[src/sv/plob_pkg.sv]
`timescale 1ns / 1ps
// ----------------------------------------------------------------------------
// Price level order book package
// Shared constants, operation and status codes, and control structs.
// ----------------------------------------------------------------------------
package plob_pkg;

  localparam int DEF_MAX_LEVELS = 32;
  localparam int RESULT_LIMIT   = 32;
  localparam int OP_W           = 3;
  localparam int PRICE_W        = 31;
  localparam int QTY_W          = 32;
  localparam int TOP_W          = 6;
  localparam int ST_W           = 2;
  localparam int LIM_W          = 7;

  localparam logic [TOP_W-1:0] TOP_RESET = 6'd11;

  localparam logic [OP_W-1:0] OP_ADD    = 3'd0;
  localparam logic [OP_W-1:0] OP_REDUCE = 3'd1;
  localparam logic [OP_W-1:0] OP_SET    = 3'd2;
  localparam logic [OP_W-1:0] OP_PRUNE  = 3'd3;
  localparam logic [OP_W-1:0] OP_QUERY  = 3'd4;
  localparam logic [OP_W-1:0] OP_CLEAR  = 3'd5;

  localparam logic [ST_W-1:0] ST_OK   = 2'd0;
  localparam logic [ST_W-1:0] ST_FULL = 2'd1;
  localparam logic [ST_W-1:0] ST_SAT  = 2'd2;

  typedef struct packed {
    logic load;
    logic look;
    logic apply;
    logic q_step;
    logic q_out;
  } plob_cmd_t;

  typedef struct packed {
    logic [OP_W-1:0] op;
    logic            lim_zero;
    logic            q_in_lim;
    logic            q_end;
  } plob_stat_t;

endpackage

[src/sv/plob_ctrl.sv]
`timescale 1ns / 1ps
// ----------------------------------------------------------------------------
// Price level order book controller
// Sequences lookup, update and query streaming, and owns the output valid.
// ----------------------------------------------------------------------------
module plob_ctrl (
  input  logic                clk,
  input  logic                rst_n,
  input  logic                in_tvalid,
  output logic                in_tready,
  output logic                out_tvalid,
  input  logic                out_tready,
  input  plob_pkg::plob_stat_t stat,
  output plob_pkg::plob_cmd_t  cmd
);

  localparam logic [1:0] S_IDLE  = 2'd0;
  localparam logic [1:0] S_LOOK  = 2'd1;
  localparam logic [1:0] S_APPLY = 2'd2;
  localparam logic [1:0] S_QRY   = 2'd3;

  logic [1:0] state_r, state_nxt;
  logic       ovld_r, ovld_nxt;
  logic       out_free;

  assign out_free   = !ovld_r || out_tready;
  assign in_tready  = (state_r == S_IDLE);
  assign out_tvalid = ovld_r;

  always_comb begin
    state_nxt = state_r;
    cmd       = '0;
    unique case (state_r)
      S_IDLE: begin
        if (in_tvalid) begin
          cmd.load  = 1'b1;
          state_nxt = S_LOOK;
        end
      end
      S_LOOK: begin
        cmd.look  = 1'b1;
        state_nxt = S_APPLY;
      end
      S_APPLY: begin
        if (stat.op == plob_pkg::OP_QUERY && !stat.lim_zero) begin
          state_nxt = S_QRY;
        end else if (out_free) begin
          cmd.apply = 1'b1;
          state_nxt = S_IDLE;
        end
      end
      S_QRY: begin
        if (!stat.q_in_lim || out_free) begin
          cmd.q_step = 1'b1;
          cmd.q_out  = stat.q_in_lim;
          if (stat.q_end) begin
            state_nxt = S_IDLE;
          end
        end
      end
      default: state_nxt = S_IDLE;
    endcase
  end

  always_comb begin
    if (cmd.apply || cmd.q_out) begin
      ovld_nxt = 1'b1;
    end else if (out_tready) begin
      ovld_nxt = 1'b0;
    end else begin
      ovld_nxt = ovld_r;
    end
  end

  always_ff @(posedge clk) begin
    if (!rst_n) begin
      state_r <= S_IDLE;
      ovld_r  <= 1'b0;
    end else begin
      state_r <= state_nxt;
      ovld_r  <= ovld_nxt;
    end
  end

endmodule

[config.mk]
export PLATFORM = sky130hd
export DESIGN_NAME = plob_ctrl
export DESIGN_NICKNAME = d
export VERILOG_FILES = /design/src/sv/plob_pkg.sv /design/src/sv/plob_ctrl.sv
export SDC_FILE = /design/constraint.sdc
export NUM_CORES = 1
export LEC_CHECK = 0
export ABC_AREA = 0
export BUFFER_PORTS_ARGS = -buffer_cell sky130_fd_sc_hd__buf_2
export CAP_MARGIN = 10
export CORE_AREA = 5 5 42 44
export CTS_CLUSTER_DIAMETER = 100
export DETAILED_ROUTE_END_ITERATION = 10
export DIE_AREA = 0 0 47 49
export PLACE_DENSITY_LB_ADDON = 0.25
export SLEW_MARGIN = 5
export SYNTH_ARGS = -nofsm -noshare
export SYNTH_HDL_FRONTEND = slang
export SYNTH_SLANG_ARGS = --single-unit
[constraint.sdc]
create_clock -name clk -period 1.99 [get_ports clk]
set_input_delay 0.398 -clock clk [delete_from_list [all_inputs] [get_ports clk]]
set_output_delay 0.398 -clock clk [all_outputs]
set_load 0.1 [all_outputs]
==> summary.md, run 1 <==
| Metric | Value |
|---|---|
| Status | `finished clean` |
| Clock sink count | `3` |
| Fmax achieved | `558 MHz` |
| Largest area contributor in the netlist | `dfxtp_1` |
| WP buf/inv | `1` |
| Num CTS Buffers | `3` |
| I/O Buffers | `16` |
| Routed Antenna Nets | `0` |
| DIE HEIGHT | `49 um` |
| DP HPWL | `494 um` |
| Combinational Power Share | `50.6%` |
| Final Cell Area | `388 um^2` |
| Rel. slew slack | `67.6%` |
| WL per Instance | `10.5 um` |
| Crit-path cells | `nor2b_2, buf_2` |
| Hold path start | `rst_n` |
| CTS tree | `done` |
| CP arrival | `1.39 ns` |
| Maximum vdd ir drop | `0.507 mV` |
| Worst path top cell family by delay | `flip-flops` |
| Post-route DRC | `0` |
| DRT iter0 DRCs | `0` |
| # IOs | `17` |
| TNS Setup | `0 ns` |
| GPL Wtd Cong | `0.588` |
| Worst Clk Skew | `0.000822 ns` |
| Ys Warns | `0` |
| Post-cts gate resize count | `0` |
| Vias | `241` |
| Leak pwr | `0.164 nW` |
| Most frequent cells in the layout | `14 x buf_2, 3 x clkbuf_4` |
| Clock Tree Root | `clkbuf_4` |
| Crit. Startpoint | `state_r[0]` |
| Clk_lat worst skew | `0.23 ns` |
| Largest stage delay, worst path | `0.51 ns` |
| Non-filler cells, final | `57` |
| Initial antenna violation count | `0` |
| Final Hold Fails | `0` |
| Core ar. | `1400 um^2` |
| Final WL | `598 um` |
| Rows | `14` |
| Hold_buf cts | `0` |
| Reg-to-Reg Start | `state_r[1]` |
| Global-route wire length before repair | `979 um` |
| Register bit total from synthesis | `3` |
| Commonest non-fill, non-tap cell in the layout | `buf_2` |
| Synth top area cells | `dfxtp_1 32%, nor4b_2 16%, nor2b_1 6.6%` |
| Worst Hold Class | `in -> reg` |
| Initial Util | `13.6%` |
| Vias in the first global route | `253` |
| Post-Synthesis Cell Area | `190 um^2` |
| R2r setup slk | `0.90 ns` |
| Mean Syn Cell Area | `9.06 um^2` |
| Die width | `47 um` |
| Clock Power Share | `27.6%` |
| Worst setup EP type | `primary output` |
| Post-synthesis cell type count | `15` |
| Reg clk slew, reported paths | `0.04 ns` |
| Net Switching | `0.000189 W` |
| Sw Ratio | `49.4%` |
| Layout cells sized above 1 | `70.7%` |
| All-Layer GR Usage | `5.98%` |
| Setup Fix Bufs, Post-CTS | `0` |
| Nets | `52` |
| Avg Vias per Cell | `4.23` |
| PD cells | `984 nW/um^2` |
| Final Cycle Share | `90.0%` |
| Slew Limit Fails | `0` |
| Fin crit period | `1.79 ns` |
| Setup-failing EPs final | `0` |
| Max-cap violations | `0` |
| ANT cells | `0` |
| Post-synthesis sequential area ratio | `31.6%` |
| Layout fillers | `173` |
| DP Area | `362 um^2` |
| WP data required | `1.59 ns` |
| Seq pwr share | `21.8%` |
| Placed Instances | `53` |
| Setup crit start kind | `flop` |
| P&R area growth vs syn | `104%` |
| Largest net degree at the start of global routing | `10` |
| H-tree Lvls | `1` |
| Initial DRT Pass Iterations | `1` |
| Least-Margin Pin Slew | `0.490 ns` |
| Longest Clk Path Bufs | `2` |
| Core Util, Final | `27.7%` |
| Post-Syn Instances | `21` |
| Overall Power | `0.000382 W` |
| Congestion Overflow GR | `0` |
| Die Area | `2300 um^2` |
| Kind of critical path | `reg -> out` |
| Synth top area share | `31.6%` |
| Synth Net Count | `31` |
| Unrepaired setup endpoints after global routing | `no` |
| Max FO, Critical Path | `8` |
| Critical-path top delay cell | `dfxtp_1` |
| Internal | `0.000193 W` |
final timing paths:
path / endpoint / cells after the start
max: cmd[3] / 2
min: out_tvalid / 2
max reg2reg: out_tvalid / 2
min reg2reg: state_r[1] / 1
state kept, by name, summed over array words and instances, names as in the netlist:
name,count
state_r,2
out_tvalid,1
power by group through the flow:
stage / sequential [W] / clock, W / combinational (W)
final: 0.0000833 / 0.000105 / 0.000193
after floorplan: 0.0000962 / 0 / 0.000141
after global placement: 0.0000847 / 0 / 0.000194
after detailed placement: 0.0000840 / 0 / 0.000195
after CTS: 0.0000833 / 0.000113 / 0.000195
after global routing: 0.0000856 / 0.000125 / 0.000202
Yosys cell counts:
cell type	number
nor2_1	1
nor2b_2	1
o31a_1	1
and2_1	1
o21ai_0	1
and3_1	1
nor4b_2	2
nor3b_1	1
dfxtp_1	3
a21oi_1	2
o21bai_1	1
nor2b_1	2
nand2_1	2
a211oi_1	1
nor4b_1	1
per-stage QoR:
step	worst slack [ns]	hold WS [ns]
2_1_floorplan	-0.149	0.516
4_1_cts	0.179	0.408
5_1_grt	0.104	0.412
3_5_place_dp	0.362	0.650
3_3_place_gp	0.362	0.655
6_report	0.199	0.415
area by class of cell:
class,instances,area (um^2),area share [%]
Timing Repair Buffer,16,110,28.4
Sequential cell,3,63.8,16.5
Multi-Input combinational cell,18,168,43.2
Tap cell,16,20.0,5.16
Clock buffer,4,26.3,6.77
cell families after synthesis:
group,count (synthesis),share of synthesized area [%]
flops,3,31.6
compound gates,6,20.4
simple gates,12,48.0
worst reg2reg max path: stages (launching register included):
cell,delay (ns)
dfxtp_1,0.51
nor3b_1,0.36
o31a_1,0.16
routing by layer:
| metal | GRT usage (%) | share of wire, % | routed length, um | vias to the layer above |
|---|---|---|---|---|
| li1 | - | - | - | 119 |
| met1 | 6.36 | 39 | 234 | 107 |
| met2 | 9.05 | 42 | 252 | 15 |
| met3 | 5.90 | 19 | 111 | 0 |
| met4 | 0 | 0 | 0 | 0 |
| met5 | 0 | 0 | 0 | - |
(Power assumes the default switching activity.)
==> run 2: changes to the inputs <==
--- a/config.mk
+++ b/config.mk
@@ -13,6 +13,7 @@
 export DETAILED_ROUTE_END_ITERATION = 10
 export DIE_AREA = 0 0 47 49
 export PLACE_DENSITY_LB_ADDON = 0.25
+export REMOVE_ABC_BUFFERS = 1
 export SLEW_MARGIN = 5
 export SYNTH_ARGS = -nofsm -noshare
 export SYNTH_HDL_FRONTEND = slang
==> summary.md, run 2 (synthesized netlist as in run 1, its figures left out) <==
| Metric | Value |
|---|---|
| Status | `finished clean` |
| I/O Buffers | `16` |
| Num CTS Buffers | `3` |
| Vias | `242` |
| Routed Antenna Nets | `0` |
| All-Layer GR Usage | `6.40%` |
| Longest Clk Path Bufs | `2` |
| Core Util, Final | `24.2%` |
| Worst setup EP type | `primary output` |
| Avg Vias per Cell | `4.17` |
| Max reg flops | `2` |
| Worst Clk Skew | `0.000872 ns` |
| ANT cells | `0` |
| Final Hold Fails | `0` |
| # IOs | `17` |
| Fin worst setup slack | `0.149 ns` |
| Post-cts gate resize count | `0` |
| Biggest register | `state_r` |
| Worst Hold Class | `in -> reg` |
| Clock sink count | `3` |
| CP arrival | `1.44 ns` |
| WP buf/inv | `1` |
| Vias in the first global route | `252` |
| Die Area | `2300 um^2` |
| Max FO, Critical Path | `9` |
| TNS Setup | `0 ns` |
| P&R area growth vs syn | `78.3%` |
| Initial antenna violation count | `0` |
| Setup-failing EPs final | `0` |
| Hold_buf cts | `0` |
| Largest stage delay, worst path | `0.45 ns` |
| Setup crit start kind | `flop` |
| Crit-path cells | `and3_1, nor2b_1, buf_2` |
| DP HPWL | `481 um` |
| DRT iter0 DRCs | `2` |
| Slew Limit Fails | `0` |
| Clock Tree Root | `clkbuf_4` |
| CTS tree | `done` |
| Worst path top cell family by delay | `flip-flops` |
| Critical-path top delay cell | `dfxtp_1` |
| Unrepaired setup endpoints after global routing | `no` |
| Kind of critical path | `reg -> out` |
| Initial Util | `13.6%` |
| H-tree Lvls | `1` |
| Final Cycle Share | `92.5%` |
| Least-Margin Pin Slew | `0.487 ns` |
| Setup Fix Bufs, Post-CTS | `0` |
| Fmax achieved | `543 MHz` |
| Max-cap violations | `0` |
| Rel. slew slack | `67.8%` |
| Most frequent cells in the layout | `15 x buf_2, 3 x clkbuf_4, 3 x dfxtp_1` |
| DIE HEIGHT | `49 um` |
| PD cells | `1090 nW/um^2` |
| Placed Instances | `54` |
| Core ar. | `1400 um^2` |
| Non-filler cells, final | `58` |
| Post-route DRC | `0` |
| Largest net degree at the start of global routing | `10` |
| Maximum vdd ir drop | `0.458 mV` |
| Reg clk slew, reported paths | `0.04 ns` |
| Initial DRT Pass Iterations | `2` |
| Final WL | `580 um` |
| WL per Instance | `10.0 um` |
| Fin crit period | `1.84 ns` |
| Leak pwr | `0.159 nW` |
| Clk_lat worst skew | `0.23 ns` |
| Global-route wire length before repair | `1000 um` |
| GPL Wtd Cong | `0.627` |
| Die width | `47 um` |
| Layout cells sized above 1 | `54.8%` |
| Worst slack at placement | `0.368 ns` |
| Congestion Overflow GR | `0` |
| Nets | `53` |
| Rows | `14` |
| Commonest non-fill, non-tap cell in the layout | `buf_2` |
| WP data required | `1.59 ns` |
==> run 2: cell count changes in the layout (fill, tap and decap cells not counted), sizes merged <==
cell / previous run / this run
buf: 16 / 17
==> run 2: routing by layer <==
layer  up-vias  part of all wire (%)  track usage [%]
met1       105                    44             7.24
li1        122                     -                -
met2        15                    41             7.92
met5         -                     0                0
met4         0                     0             4.15
met3         0                    15             5.17
==> run 2: final cells by class <==
cell class | instances | area (um^2)
multi-input cells | 18 | 130
fillers | 170 | 1060
clock buffers | 4 | 26.3
well taps | 16 | 20.0
flip-flops and latches | 3 | 60.1
repair buffers | 17 | 103
==> run 2: where the power goes <==
group / internal, W / switching [W]
registers: 0.0000680 / 0.0000109
clock network: 0.0000751 / 0.0000310
logic: 0.0000435 / 0.000141
==> run 2: final timing paths <==
kind	slack, ns	to	start	cells past startpoint
worst max register to register	0.89	state_r[1]	out_tvalid	4
worst max-delay path	0.15	cmd[0]	state_r[1]	3
worst min register to register	0.61	state_r[1]	state_r[1]	1
worst min-delay path	0.41	out_tvalid	rst_n	2
==> run 2: per-stage QoR <==
| step | area (um^2) | power [W] | hold slack [ns] |
|---|---|---|---|
| after floorplan | 190 | 0.000222 | 0.526 |
| after global placement | 313 | 0.000267 | 0.628 |
| after detailed placement | 313 | 0.000266 | 0.608 |
| after CTS | 339 | 0.000377 | 0.409 |
| after global routing | 339 | 0.000395 | 0.420 |
| final | 339 | 0.000370 | 0.410 |
==> run 3: changes to the inputs <==
==> constraint.sdc (replaced) <==
create_clock -name clk -period 1.99 [get_ports clk]
set_input_delay 0.2985 -clock clk [delete_from_list [all_inputs] [get_ports clk]]
set_output_delay 0.2985 -clock clk [all_outputs]
set_load 0.1 [all_outputs]
==> summary.md, run 3 (synthesized netlist as in run 1, its figures left out) <==
| Metric | Value |
|---|---|
| Non-filler cells, final | `58` |
| Unrepaired setup endpoints after global routing | `no` |
| WL per Instance | `9.62 um` |
| Net Switching | `0.000183 W` |
| Largest stage delay, worst path | `0.44 ns` |
| Reg-to-Reg Start | `out_tvalid` |
| ANT cells | `0` |
| Worst-case reg-to-reg path depth | `4` |
| Initial antenna violation count | `0` |
| H-tree Lvls | `1` |
| Rel. slew slack | `67.6%` |
| PD cells | `1090 nW/um^2` |
| Max-cap violations | `0` |
| Max reg flops | `2` |
| R2r setup slk | `0.87 ns` |
| Vias in the first global route | `246` |
| Critical-path top delay cell | `dfxtp_1` |
| Nets | `53` |
| Placed Instances | `54` |
| WHS Endpoint | `out_tvalid` |
| Largest net degree at the start of global routing | `10` |
| Core ar. | `1400 um^2` |
| Die Area | `2300 um^2` |
| Post-cts gate resize count | `0` |
| CTS tree | `done` |
| Hold_buf cts | `0` |
| Hold path start | `rst_n` |
| Die width | `47 um` |
| # IOs | `17` |
| Maximum vdd ir drop | `0.299 mV` |
| Worst Hold Class | `in -> reg` |
| Global-route wire length before repair | `959 um` |
| Worst path top cell family by delay | `flip-flops` |
| Core Util, Final | `24.2%` |
| Clock Power Share | `28.7%` |
| Combinational Power Share | `50.0%` |
| Commonest non-fill, non-tap cell in the layout | `buf_2` |
| Setup-failing EPs final | `0` |
| GPL Wtd Cong | `0.679` |
| Most frequent cells in the layout | `15 x buf_2, 3 x clkbuf_4, 3 x dfxtp_1` |
| Worst Clk Skew | `0.00156 ns` |
| Seq pwr share | `21.3%` |
| Num CTS Buffers | `3` |
| Avg Vias per Cell | `3.98` |
| WP data required | `1.69 ns` |
| Congestion Overflow GR | `0` |
| Setup crit start kind | `flop` |
| Crit-path cells | `and3_1, nor2b_1, buf_2` |
| DP HPWL | `460 um` |
| Max FO, Critical Path | `9` |
| I/O Buffers | `16` |
| Clock Tree Root | `clkbuf_4` |
| Least-Margin Pin Slew | `0.489 ns` |
| CP arrival | `1.43 ns` |
| All-Layer GR Usage | `6.19%` |
| Final Hold Fails | `0` |
| Layout fillers | `169` |
| Clk_lat worst skew | `0.23 ns` |
| DRT iter0 DRCs | `5` |
| Reg clk slew, reported paths | `0.04 ns` |
| Clock sink count | `3` |
| Capturing point of the worst reg2reg path | `state_r[1]` |
| P&R area growth vs syn | `78.3%` |
| Longest Clk Path Bufs | `2` |
| Overall Power | `0.000369 W` |
| Initial DRT Pass Iterations | `2` |
| Status | `finished clean` |
| DIE HEIGHT | `49 um` |
| Kind of critical path | `reg -> out` |
| Final Cycle Share | `87.1%` |
| Post-route DRC | `0` |
| Routed Antenna Nets | `0` |
| Vias | `231` |
| Initial Util | `13.6%` |
| Fin crit period | `1.73 ns` |
| WP buf/inv | `1` |
| Sw Ratio | `49.5%` |
| Final WL | `558 um` |
| Biggest register | `state_r` |
| Fmax achieved | `577 MHz` |
| Leak pwr | `0.159 nW` |
| Setup Fix Bufs, Post-CTS | `0` |
| Worst setup EP type | `primary output` |
| Cell count of the worst hold path | `2` |
| Internal | `0.000186 W` |
| Slew Limit Fails | `0` |
| Layout cells sized above 1 | `54.8%` |
| Rows | `14` |
-- run 3: cell counts in the layout (fill, tap and decap cells not counted) --
No cell type changed its count.
-- run 3: through the flow --
stage	cell area [um^2]	setup slack (ns)	hold slack (ns)	TNS, ns
final	339	0.258	0.304	0
after global routing	339	0.108	0.310	0
after CTS	339	0.242	0.294	0
after detailed placement	313	0.486	0.539	0
after global placement	313	0.496	0.561	0
after floorplan	190	-2.49	0.426	-7.58
-- run 3: worst max path at each step --
stage                from  cells past startpoint         end
6_report       state_r[1]                      3      cmd[0]
5_1_grt        state_r[1]                      3      cmd[0]
4_1_cts        state_r[1]                      3      cmd[0]
3_5_place_dp   state_r[1]                      3      cmd[0]
3_3_place_gp   state_r[1]                      3      cmd[0]
2_1_floorplan  out_tvalid                      3  state_r[1]
-- run 3: cell type report --
| type | count | area, um^2 | share of cell area (%) |
|---|---|---|---|
| multi-input cells | 18 | 130 | 38.4 |
| repair buffers | 17 | 103 | 30.3 |
| flip-flops and latches | 3 | 60.1 | 17.7 |
| well taps | 16 | 20.0 | 5.90 |
| clock buffers | 4 | 26.3 | 7.75 |
-- run 3: power by group through the flow --
stage | Sequential [W] | Clock (W) | Combinational (W)
after floorplan | 0.0000911 | 0 | 0.000130
after global placement | 0.0000792 | 0 | 0.000187
after detailed placement | 0.0000796 | 0 | 0.000186
after CTS | 0.0000783 | 0.000112 | 0.000186
after global routing | 0.0000812 | 0.000118 | 0.000194
final | 0.0000787 | 0.000106 | 0.000185
-- run 3: worst register-to-register path, cell delays in order (launching register included) --
cell and delay [ns]:
dfxtp_1 0.29, nor2b_2 0.17, nor4b_1 0.29, buf_4 0.18, a211oi_1 0.05
-- run 3: layer usage --
metal / track usage (%) / wire, um / vias to the layer above
li1: - / - / 120
met1: 6.56 / 242 / 98
met2: 7.47 / 228 / 13
met3: 3.69 / 86 / 0
met4: 6.91 / 0 / 0
met5: 0 / 0 / -
